`src/hdl/vdm_pkg.sv`:
```
// Shared types and constants for the vector distance block.
package vdm_pkg;

  localparam int DIST_BITS  = 48;
  localparam int APB_DATA_W = 32;
  localparam int APB_ADDR_W = 3;

  typedef enum logic [1:0] {
    METRIC_EUCLID  = 2'd0,
    METRIC_SQUARED = 2'd1,
    METRIC_CITY    = 2'd2,
    METRIC_CHEBY   = 2'd3
  } metric_t;

  localparam logic REG_METRIC = 1'b0;

  typedef enum logic [2:0] {
    ST_IDLE,
    ST_MUL,
    ST_ACC,
    ST_SQRT,
    ST_OUT
  } vdm_state_t;

  typedef struct packed {
    logic busy;
    logic done;
  } unit_stat_t;

endpackage

```
`src/hdl/vdm_if.sv`:
```
// Valid/ready channel interfaces for element pairs and distance results.
interface vdm_pair_if #(
  parameter int ELEMENT_BITS = 16
);
  logic                           valid;
  logic                           ready;
  logic signed [ELEMENT_BITS-1:0] elem_a;
  logic signed [ELEMENT_BITS-1:0] elem_b;
  logic                           last_elem;

  modport source (output valid, elem_a, elem_b, last_elem, input ready);
  modport sink   (input valid, elem_a, elem_b, last_elem, output ready);
endinterface

interface vdm_result_if;
  import vdm_pkg::*;
  logic                 valid;
  logic                 ready;
  logic [DIST_BITS-1:0] distance;
  logic                 saturated;

  modport source (output valid, distance, saturated, input ready);
  modport sink   (input valid, distance, saturated, output ready);
endinterface

```
`src/hdl/vdm_mul.sv`:
```
// Shift-add multiplier that squares a magnitude, one partial product per cycle.
module vdm_mul #(
  parameter int MAG_BITS = 17
) (
  input  logic                    clk,
  input  logic                    rst,
  input  logic                    start,
  input  logic [MAG_BITS-1:0]     mag,
  output logic [2*MAG_BITS-1:0]   prod,
  output vdm_pkg::unit_stat_t     stat
);
  import vdm_pkg::*;

  localparam int PW    = 2 * MAG_BITS;
  localparam int CNT_W = $clog2(MAG_BITS + 1);

  logic [PW-1:0]       mcand;
  logic [MAG_BITS-1:0] mplier;
  logic [CNT_W-1:0]    cnt;
  logic                busy;
  logic                done;

  always_ff @(posedge clk) begin
    if (rst) begin
      busy <= 1'b0;
      done <= 1'b0;
      cnt  <= '0;
    end else if (start) begin
      busy <= 1'b1;
      done <= 1'b0;
      cnt  <= CNT_W'(MAG_BITS);
    end else if (busy) begin
      cnt <= cnt - 1'b1;
      if (cnt == CNT_W'(1)) begin
        busy <= 1'b0;
        done <= 1'b1;
      end
    end else begin
      done <= 1'b0;
    end
  end

  always_ff @(posedge clk) begin
    if (start) begin
      mcand  <= PW'(mag);
      mplier <= mag;
      prod   <= '0;
    end else if (busy) begin
      if (mplier[0]) begin
        prod <= prod + mcand;
      end
      mcand  <= mcand << 1;
      mplier <= mplier >> 1;
    end
  end

  assign stat.busy = busy;
  assign stat.done = done;

endmodule

```
`src/hdl/vdm_isqrt.sv`:
```
// Digit-by-digit integer square root, one result bit per cycle.
module vdm_isqrt #(
  parameter int ACC_BITS = 48
) (
  input  logic                clk,
  input  logic                rst,
  input  logic                start,
  input  logic [ACC_BITS-1:0] radicand,
  output logic [ACC_BITS-1:0] root,
  output vdm_pkg::unit_stat_t stat
);
  import vdm_pkg::*;

  localparam int STEPS = (ACC_BITS + 1) / 2;
  localparam int CNT_W = $clog2(STEPS + 1);

  logic [ACC_BITS-1:0] rem;
  logic [ACC_BITS-1:0] onebit;
  logic [CNT_W-1:0]    cnt;
  logic                busy;
  logic                done;
  logic [ACC_BITS:0]   trial;
  logic                fits;

  assign trial = {1'b0, root} + {1'b0, onebit};
  assign fits  = {1'b0, rem} >= trial;

  always_ff @(posedge clk) begin
    if (rst) begin
      busy <= 1'b0;
      done <= 1'b0;
      cnt  <= '0;
    end else if (start) begin
      busy <= 1'b1;
      done <= 1'b0;
      cnt  <= CNT_W'(STEPS);
    end else if (busy) begin
      cnt <= cnt - 1'b1;
      if (cnt == CNT_W'(1)) begin
        busy <= 1'b0;
        done <= 1'b1;
      end
    end else begin
      done <= 1'b0;
    end
  end

  always_ff @(posedge clk) begin
    if (start) begin
      rem    <= radicand;
      root   <= '0;
      onebit <= ACC_BITS'(1) << (2 * (STEPS - 1));
    end else if (busy) begin
      if (fits) begin
        rem  <= rem - ACC_BITS'(trial);
        root <= (root >> 1) + onebit;
      end else begin
        root <= root >> 1;
      end
      onebit <= onebit >> 2;
    end
  end

  assign stat.busy = busy;
  assign stat.done = done;

endmodule

```
`src/hdl/vector_distance_metric.sv`:
```
// Distance between two streamed vectors: one element pair per transfer, result after the
// last pair. Metric 0 gives the floor square root of the sum of squared differences,
// 1 the sum itself, 2 the sum of absolute differences and 3 the largest one; the sum
// clamps at its maximum and flags it. Under metric 0 or 1 each pair first passes the
// shift-add multiplier, which squares the difference one bit per cycle; under metric 2 or 3
// the magnitude goes straight to the accumulator. After the last pair the result is
// presented, under metric 0 once the bitwise square root is done. The block takes one
// pair at a time and holds ready low until the pair, and its result if any, is done.
module vector_distance_metric #(
  parameter int ELEMENT_BITS     = 16,
  parameter int ACCUMULATOR_BITS = 48
) (
  input  logic                            clk,
  input  logic                            rst,
  vdm_pair_if.sink                        pair,
  vdm_result_if.source                    result,
  input  logic                            psel,
  input  logic                            penable,
  input  logic                            pwrite,
  input  logic [vdm_pkg::APB_ADDR_W-1:0]  paddr,
  input  logic [vdm_pkg::APB_DATA_W-1:0]  pwdata,
  output logic [vdm_pkg::APB_DATA_W-1:0]  prdata,
  output logic                            pready
);
  import vdm_pkg::*;

  localparam int AB = ACCUMULATOR_BITS;
  localparam int MB = ELEMENT_BITS + 1;
  localparam int SB = 2 * MB;
  localparam int W  = ((SB > AB) ? SB : AB) + 1;
  localparam int VW = ((AB > DIST_BITS) ? AB : DIST_BITS) + 1;
  localparam logic [AB-1:0] ACC_MAX = {AB{1'b1}};

  vdm_state_t           state;
  vdm_state_t           state_next;
  metric_t              metric;
  metric_t              metric_r;
  logic                 last_r;
  logic [MB-1:0]        mag_r;
  logic [AB-1:0]        acc;
  logic [AB-1:0]        acc_next;
  logic                 ovf;
  logic                 ovf_next;
  logic [DIST_BITS-1:0] dist_r;
  logic                 sat_r;

  logic signed [MB-1:0] diff;
  logic [MB-1:0]        mag;
  logic                 accept;
  logic                 cfg_write;

  logic                 mul_start;
  logic [SB-1:0]        prod;
  unit_stat_t           mul_stat;
  logic                 sqrt_start;
  logic [AB-1:0]        root;
  unit_stat_t           sqrt_stat;

  logic [W-1:0]         term;
  logic [W-1:0]         sum;
  logic [W-1:0]         mag_w;
  logic                 load_out;
  logic [AB-1:0]        out_src;
  logic                 out_ovf;
  logic [VW-1:0]        out_ext;
  logic                 out_big;

  // configuration port
  assign pready    = 1'b1;
  assign cfg_write = psel && penable && pwrite;
  assign prdata    = (paddr[2] == REG_METRIC) ? APB_DATA_W'(metric) : '0;

  always_ff @(posedge clk) begin
    if (rst) begin
      metric <= METRIC_EUCLID;
    end else if (cfg_write && paddr[2] == REG_METRIC) begin
      metric <= metric_t'(pwdata[1:0]);
    end
  end

  // element difference magnitude
  assign diff   = MB'(pair.elem_a) - MB'(pair.elem_b);
  assign mag    = diff[MB-1] ? MB'(-diff) : MB'(diff);
  assign accept = pair.valid && pair.ready;

  assign pair.ready = (state == ST_IDLE);

  assign mul_start = accept && (metric == METRIC_EUCLID || metric == METRIC_SQUARED);

  vdm_mul #(.MAG_BITS(MB)) u_mul (
    .clk   (clk),
    .rst   (rst),
    .start (mul_start),
    .mag   (mag),
    .prod  (prod),
    .stat  (mul_stat)
  );

  // accumulator update for the captured pair
  assign term  = (metric_r == METRIC_EUCLID || metric_r == METRIC_SQUARED) ?
                 W'(prod) : W'(mag_r);
  assign sum   = W'(acc) + term;
  assign mag_w = W'(mag_r);

  always_comb begin
    acc_next = acc;
    ovf_next = ovf;
    case (metric_r)
      METRIC_CHEBY: begin
        if (mag_w > W'(acc)) begin
          if (|mag_w[W-1:AB]) begin
            acc_next = ACC_MAX;
            ovf_next = 1'b1;
          end else begin
            acc_next = AB'(mag_w);
          end
        end
      end
      default: begin
        if (|sum[W-1:AB]) begin
          acc_next = ACC_MAX;
          ovf_next = 1'b1;
        end else begin
          acc_next = AB'(sum);
        end
      end
    endcase
  end

  assign sqrt_start = (state == ST_ACC) && last_r && (metric_r == METRIC_EUCLID);

  vdm_isqrt #(.ACC_BITS(AB)) u_isqrt (
    .clk      (clk),
    .rst      (rst),
    .start    (sqrt_start),
    .radicand (acc_next),
    .root     (root),
    .stat     (sqrt_stat)
  );

  // result clamp to the distance field
  assign out_src = (state == ST_SQRT) ? root : acc_next;
  assign out_ovf = (state == ST_SQRT) ? ovf : ovf_next;
  assign out_ext = VW'(out_src);
  assign out_big = |out_ext[VW-1:DIST_BITS];

  always_comb begin
    state_next = state;
    load_out   = 1'b0;
    case (state)
      ST_IDLE: begin
        if (accept) begin
          state_next = mul_start ? ST_MUL : ST_ACC;
        end
      end
      ST_MUL: begin
        if (mul_stat.done) begin
          state_next = ST_ACC;
        end
      end
      ST_ACC: begin
        if (!last_r) begin
          state_next = ST_IDLE;
        end else if (metric_r == METRIC_EUCLID) begin
          state_next = ST_SQRT;
        end else begin
          load_out   = 1'b1;
          state_next = ST_OUT;
        end
      end
      ST_SQRT: begin
        if (sqrt_stat.done) begin
          load_out   = 1'b1;
          state_next = ST_OUT;
        end
      end
      ST_OUT: begin
        if (result.ready) begin
          state_next = ST_IDLE;
        end
      end
      default: begin
        state_next = ST_IDLE;
      end
    endcase
  end

  always_ff @(posedge clk) begin
    if (rst) begin
      state <= ST_IDLE;
    end else begin
      state <= state_next;
    end
  end

  always_ff @(posedge clk) begin
    if (rst) begin
      acc <= '0;
      ovf <= 1'b0;
    end else if (state == ST_ACC) begin
      // drop the vector state once its last pair is in; hold the flag for the root
      acc <= last_r ? '0 : acc_next;
      ovf <= (last_r && metric_r != METRIC_EUCLID) ? 1'b0 : ovf_next;
    end else if (load_out) begin
      ovf <= 1'b0;
    end
  end

  always_ff @(posedge clk) begin
    if (accept) begin
      metric_r <= metric;
      last_r   <= pair.last_elem;
      mag_r    <= mag;
    end
    if (load_out) begin
      dist_r <= out_big ? {DIST_BITS{1'b1}} : DIST_BITS'(out_ext);
      sat_r  <= out_ovf || out_big;
    end
  end

  assign result.valid     = (state == ST_OUT);
  assign result.distance  = dist_r;
  assign result.saturated = sat_r;

  a_no_pair_while_result: assert property (@(posedge clk) disable iff (rst)
    result.valid |-> !pair.ready)
    else $error("pair accepted while a result is pending");

  a_mul_done_in_mul: assert property (@(posedge clk) disable iff (rst)
    mul_stat.done |-> (state == ST_MUL))
    else $error("multiplier finished outside the multiply state");

  a_sqrt_done_in_sqrt: assert property (@(posedge clk) disable iff (rst)
    sqrt_stat.done |-> (state == ST_SQRT))
    else $error("square root finished outside the root state");

  a_cleared_on_result: assert property (@(posedge clk) disable iff (rst)
    result.valid |-> (acc == '0 && !ovf))
    else $error("accumulator not cleared after the last pair");

endmodule

```
`src/flat_wrapper.sv`:
```
// flat-port wrapper written by rule: the top's interface ports become plain ports
module vector_distance_metric_flat import vdm_pkg::*;
#(
  parameter int ELEMENT_BITS     = 16,
  parameter int ACCUMULATOR_BITS = 48
)
  (clk, rst, psel, penable, pwrite, paddr, pwdata, prdata, pready, pair_valid, pair_elem_a, pair_elem_b, pair_last_elem, pair_ready, result_valid, result_distance, result_saturated, result_ready);
  vdm_pair_if #(.ELEMENT_BITS(ELEMENT_BITS)) pair_i ();
  vdm_result_if result_i ();
  input  logic clk;
  input  logic rst;
  input  logic psel;
  input  logic penable;
  input  logic pwrite;
  input  logic [vdm_pkg::APB_ADDR_W-1:0] paddr;
  input  logic [vdm_pkg::APB_DATA_W-1:0] pwdata;
  output logic [vdm_pkg::APB_DATA_W-1:0] prdata;
  output logic pready;
  input wire logic [$bits(pair_i.valid)-1:0] pair_valid;
  input wire logic [$bits(pair_i.elem_a)-1:0] pair_elem_a;
  input wire logic [$bits(pair_i.elem_b)-1:0] pair_elem_b;
  input wire logic [$bits(pair_i.last_elem)-1:0] pair_last_elem;
  output wire logic [$bits(pair_i.ready)-1:0] pair_ready;
  output wire logic [$bits(result_i.valid)-1:0] result_valid;
  output wire logic [$bits(result_i.distance)-1:0] result_distance;
  output wire logic [$bits(result_i.saturated)-1:0] result_saturated;
  input wire logic [$bits(result_i.ready)-1:0] result_ready;
  assign pair_i.valid = pair_valid;
  assign pair_i.elem_a = pair_elem_a;
  assign pair_i.elem_b = pair_elem_b;
  assign pair_i.last_elem = pair_last_elem;
  assign pair_ready = pair_i.ready;
  assign result_valid = result_i.valid;
  assign result_distance = result_i.distance;
  assign result_saturated = result_i.saturated;
  assign result_i.ready = result_ready;
  vector_distance_metric #(.ELEMENT_BITS(ELEMENT_BITS), .ACCUMULATOR_BITS(ACCUMULATOR_BITS)) u_core (.clk(clk), .rst(rst), .pair(pair_i), .result(result_i), .psel(psel), .penable(penable), .pwrite(pwrite), .paddr(paddr), .pwdata(pwdata), .prdata(prdata), .pready(pready));
endmodule
```
`config.mk`:
```
export PLATFORM = sky130hd
export DESIGN_NAME = vector_distance_metric_flat
export DESIGN_NICKNAME = d
export VERILOG_FILES = /design/src/hdl/vdm_pkg.sv /design/src/hdl/vdm_if.sv /design/src/hdl/vdm_mul.sv /design/src/hdl/vdm_isqrt.sv /design/src/hdl/vector_distance_metric.sv /design/src/flat_wrapper.sv
export SDC_FILE = /design/constraint.sdc
export NUM_CORES = 1
export LEC_CHECK = 0
export BUFFER_PORTS_ARGS = -buffer_cell sky130_fd_sc_hd__buf_2
export CORE_ASPECT_RATIO = 1.5
export CORE_MARGIN = 2
export CORE_UTILIZATION = 35
export CTS_BUF_LIST = sky130_fd_sc_hd__clkbuf_4 sky130_fd_sc_hd__clkbuf_8
export CTS_CLUSTER_SIZE = 24
export DETAILED_ROUTE_END_ITERATION = 7
export PLACE_DENSITY = 0.57
export SLEW_MARGIN = 20
export SYNTH_ARGS = -nofsm -noshare
export SYNTH_HDL_FRONTEND = slang
export SYNTH_HIERARCHICAL = 1
export SYNTH_SLANG_ARGS = --single-unit
```
`constraint.sdc`:
```
create_clock -name clk -period 5.95 [get_ports clk]
set_clock_uncertainty 0.15 [all_clocks]
set_input_delay 0.595 -clock clk [delete_from_list [all_inputs] [get_ports clk]]
set_output_delay 0.595 -clock clk [all_outputs]
set_load 0.005 [all_outputs]
```
==> flow_summary.toml <==
[critical_path]
reg2reg_to = "u_core/u_isqrt/root[22]"
r2r_setup_slack_ns = 0.24
crit_path_end_kind = "flip-flop"
cp_max_fo = 19
worstSetupStartpointType = "flip-flop"
rr_worst_depth = 23
cp.arrival_ns = 6.17
cp.required_ns = 6.41
crit_type = "flip-flop to flip-flop"
r2r-start = "u_core/u_isqrt/root[0]"

[cells_and_area]
drive_gt1_frac = 0.1349
nets = 3476
fin_cells = 4241
nFillCells = 7781
finish.utilization = 0.3936
syn2layout_area_growth_pct = 11.04

[detailed_routing]
first_iter_violations = 1385
firstDrtPassIters = 7
viasPerCell = 5.487
ant_nets = 0
routedWlPerCell_um = 18.43
routed_wl_um = 78170
route.detailed.drc = 0
vias = 23272

[grt]
grt_pass1_wl_um = 121000
grt_antenna_before_repair = 2
grt_pass1_vias = 22494
grt_overflow = 0
grt_max_degree = 102
track_usage = 0.1920

[placed_design]
gp_congestion = 0.9095
dp.cells = 4128
dp_worst_setup_slack_ns = 0.1013
dp_hpwl_um = 58790
io_buffer_count = 95

[sta]
tightestPinTransition_ns = 0.9625
fin_crit_sh = 0.9598
hold_viol_final = 0
fin_crit_ns = 5.711
fmax_ghz = 0.1751
rsz0062_at_grt = "yes"
setup_viol = 0
max_slew_margin = 0.3584
finalWorstSetupSlack_ns = 0.2391
final_max_slew_viol_count = 0

[clocking]
htree_levels = 2
cts_max_path_buffers = 3
cts_tree = "done"
numCtsBuffers = 57
clock-root-buffer = "clkbuf_8"
clk_latency_ns = 0.70
clk_pin_slew_ns = 0.07
clkSinkCount = 342

[floorplan]
start_util = 0.3544
coreArea_um2 = 75100
die_y_um = 341.8
pin_count = 159
die_w_um = 229.2
fp.dieArea_um2 = 78320
rows = 123

[worst_hold_path]
whs_endpoint = "u_core/state[2]"
hp-class = "input pin to flip-flop"
worstHoldStart = "result_ready"
worstHoldPathCells = 3

[power]
clock_power_share = 0.222
p_leak_nw = 12.04
p_comb_frac = 0.468
p_sw_frac = 0.4163
p_sw_mw = 4.679
power_mw = 11.24
internal_power_mw = 6.560
irDropWorstVdd_v = 0.0001858
powerDensity_nw_per_um2 = 380.3
p_seq_frac = 0.310

[yosys]
postSynthCellCount = 3136
syn_area_per_cell_um2 = 8.488
synth_area_um2 = 26620
ys_warn_count = 6

[outcome]
status = "finished, final reports clean"

[run]
drv_cap = 0
stage by stage:
stage	TNS, ns	cell area (µm²)	hold slack, ns
floorplan	0	26730	0.2722
global placement	0	28100	0.3167
detailed placement	0	28100	0.3224
CTS	0	29460	0.03642
global route	-0.03457	29560	0.07420
finish	0	29560	0.1110
worst max-delay path: stages, from the launching register on:
cell	delay, ns
dfxtp_1	0.34
ha_1	0.23
ha_1	0.23
a211oi_2	0.29
o31ai_2	0.15
a2111o_1	0.46
nand3_2	0.13
a311oi_4	0.16
a31oi_4	0.26
nand2_1	0.14
a22oi_2	0.27
o21ai_0	0.17
xnor2_1	0.16
ha_2	0.40
nand3_1	0.20
nor4_1	0.30
and4_1	0.22
nand3_1	0.12
nand3_1	0.16
a41oi_4	0.07
or2_4	0.33
buf_12	0.18
o31a_1	0.31
a211oi_2	0.20
cell type report:
cell class / count / area (µm²) / share of cell area
clock buffer: 83 / 1030 / 0.03484
multi-input combinational: 2476 / 16970 / 0.5740
timing repair buffer: 169 / 1097 / 0.03712
inverter: 146 / 550.5 / 0.01863
antenna: 1 / 2.502 / 0.00008466
clock inverter: 24 / 299.0 / 0.01012
tap: 1000 / 1251 / 0.04233
sequential: 342 / 8362 / 0.2829
metal layers:
layer  GRT usage  up-vias  routed length (µm)
li1            -    11594                   -
met1      0.2180    10901               31730
met2      0.3412      560               38510
met3     0.02483      215                2838
met4      0.1185        2                5066
met5           0        -                  13
cell usage in the layout (no fill, tap or decap), types with 18 or more instances in the layout:
master / instances
nand4_1: 50
a31oi_1: 71
clkbuf_4: 18
o21ai_0: 211
nand3_1: 62
o22ai_1: 37
o21bai_1: 31
edfxtp_1: 151
a211oi_1: 48
a31o_2: 18
buf_2: 95
o21a_1: 19
xor2_1: 95
buf_4: 66
and2_1: 26
mux2i_1: 57
inv_1: 144
nor2_1: 245
clkbuf_8: 65
nand2_1: 296
nand2b_1: 18
nor2b_1: 46
a21oi_1: 221
nor4_1: 30
conb_1: 31
nor3_1: 68
mux2_2: 63
a21o_1: 88
and3_1: 34
xnor2_1: 103
dfxtp_1: 190
ha_1: 203
how the worst max path moves through the flow:
stage	from	endpoint	cells after the start	slack (ns)
2_1_floorplan	u_core/u_isqrt/root[16]	u_core/u_isqrt/rem[0]	24	0.16
3_3_place_gp	u_core/u_isqrt/root[0]	u_core/u_isqrt/root[22]	23	0.22
3_5_place_dp	u_core/u_isqrt/root[8]	u_core/u_isqrt/root[46]	22	0.10
4_1_cts	u_core/u_isqrt/root[8]	u_core/u_isqrt/root[46]	22	0.07
5_1_grt	u_core/u_isqrt/root[2]	u_core/u_isqrt/root[38]	22	-0.03
6_report	u_core/u_isqrt/root[0]	u_core/u_isqrt/root[22]	23	0.24
sequential cells by signal, summed over array words and instances, names as in the netlist:
| register | flops |
|---|---|
| u_core/u_mul/prod | 34 |
| u_core/ovf | 1 |
| u_core/u_isqrt/root | 48 |
| u_core/mag_r | 17 |
| u_core/metric_r | 2 |
| u_core/metric | 2 |
| u_core/u_isqrt/busy | 1 |
| u_core/u_isqrt/onebit | 24 |
| u_core/u_mul/done | 1 |
| u_core/result.distance | 48 |
| u_core/last_r | 1 |
| u_core/result.saturated | 1 |
| u_core/u_isqrt/rem | 48 |
| u_core/u_mul/mplier | 17 |
| u_core/u_mul/busy | 1 |
| u_core/u_mul/cnt | 5 |
| u_core/u_isqrt/cnt | 5 |
| u_core/u_mul/mcand | 34 |
| u_core/state | 3 |
| u_core/u_isqrt/done | 1 |
| u_core/acc | 48 |
power groups by stage:
| stage | combinational [mW] | sequential, mW | clock, mW |
|---|---|---|---|
| floorplan | 3.88 | 3.35 | 0 |
| global placement | 5.09 | 3.52 | 0 |
| detailed placement | 5.12 | 3.53 | 0 |
| CTS | 5.17 | 3.48 | 2.58 |
| global route | 5.82 | 3.54 | 2.66 |
| finish | 5.26 | 3.48 | 2.49 |
timing repair:
item | CTS | global route
gates resized for setup | 0 | 15
setup buffers | 0 | 1
hold buffers | 3 | 0
hold endpoints to repair | 3 | 0
endpoints found under the setup margin | 0 | 101
No activity file was read; power rests on OpenSTA's default activity.
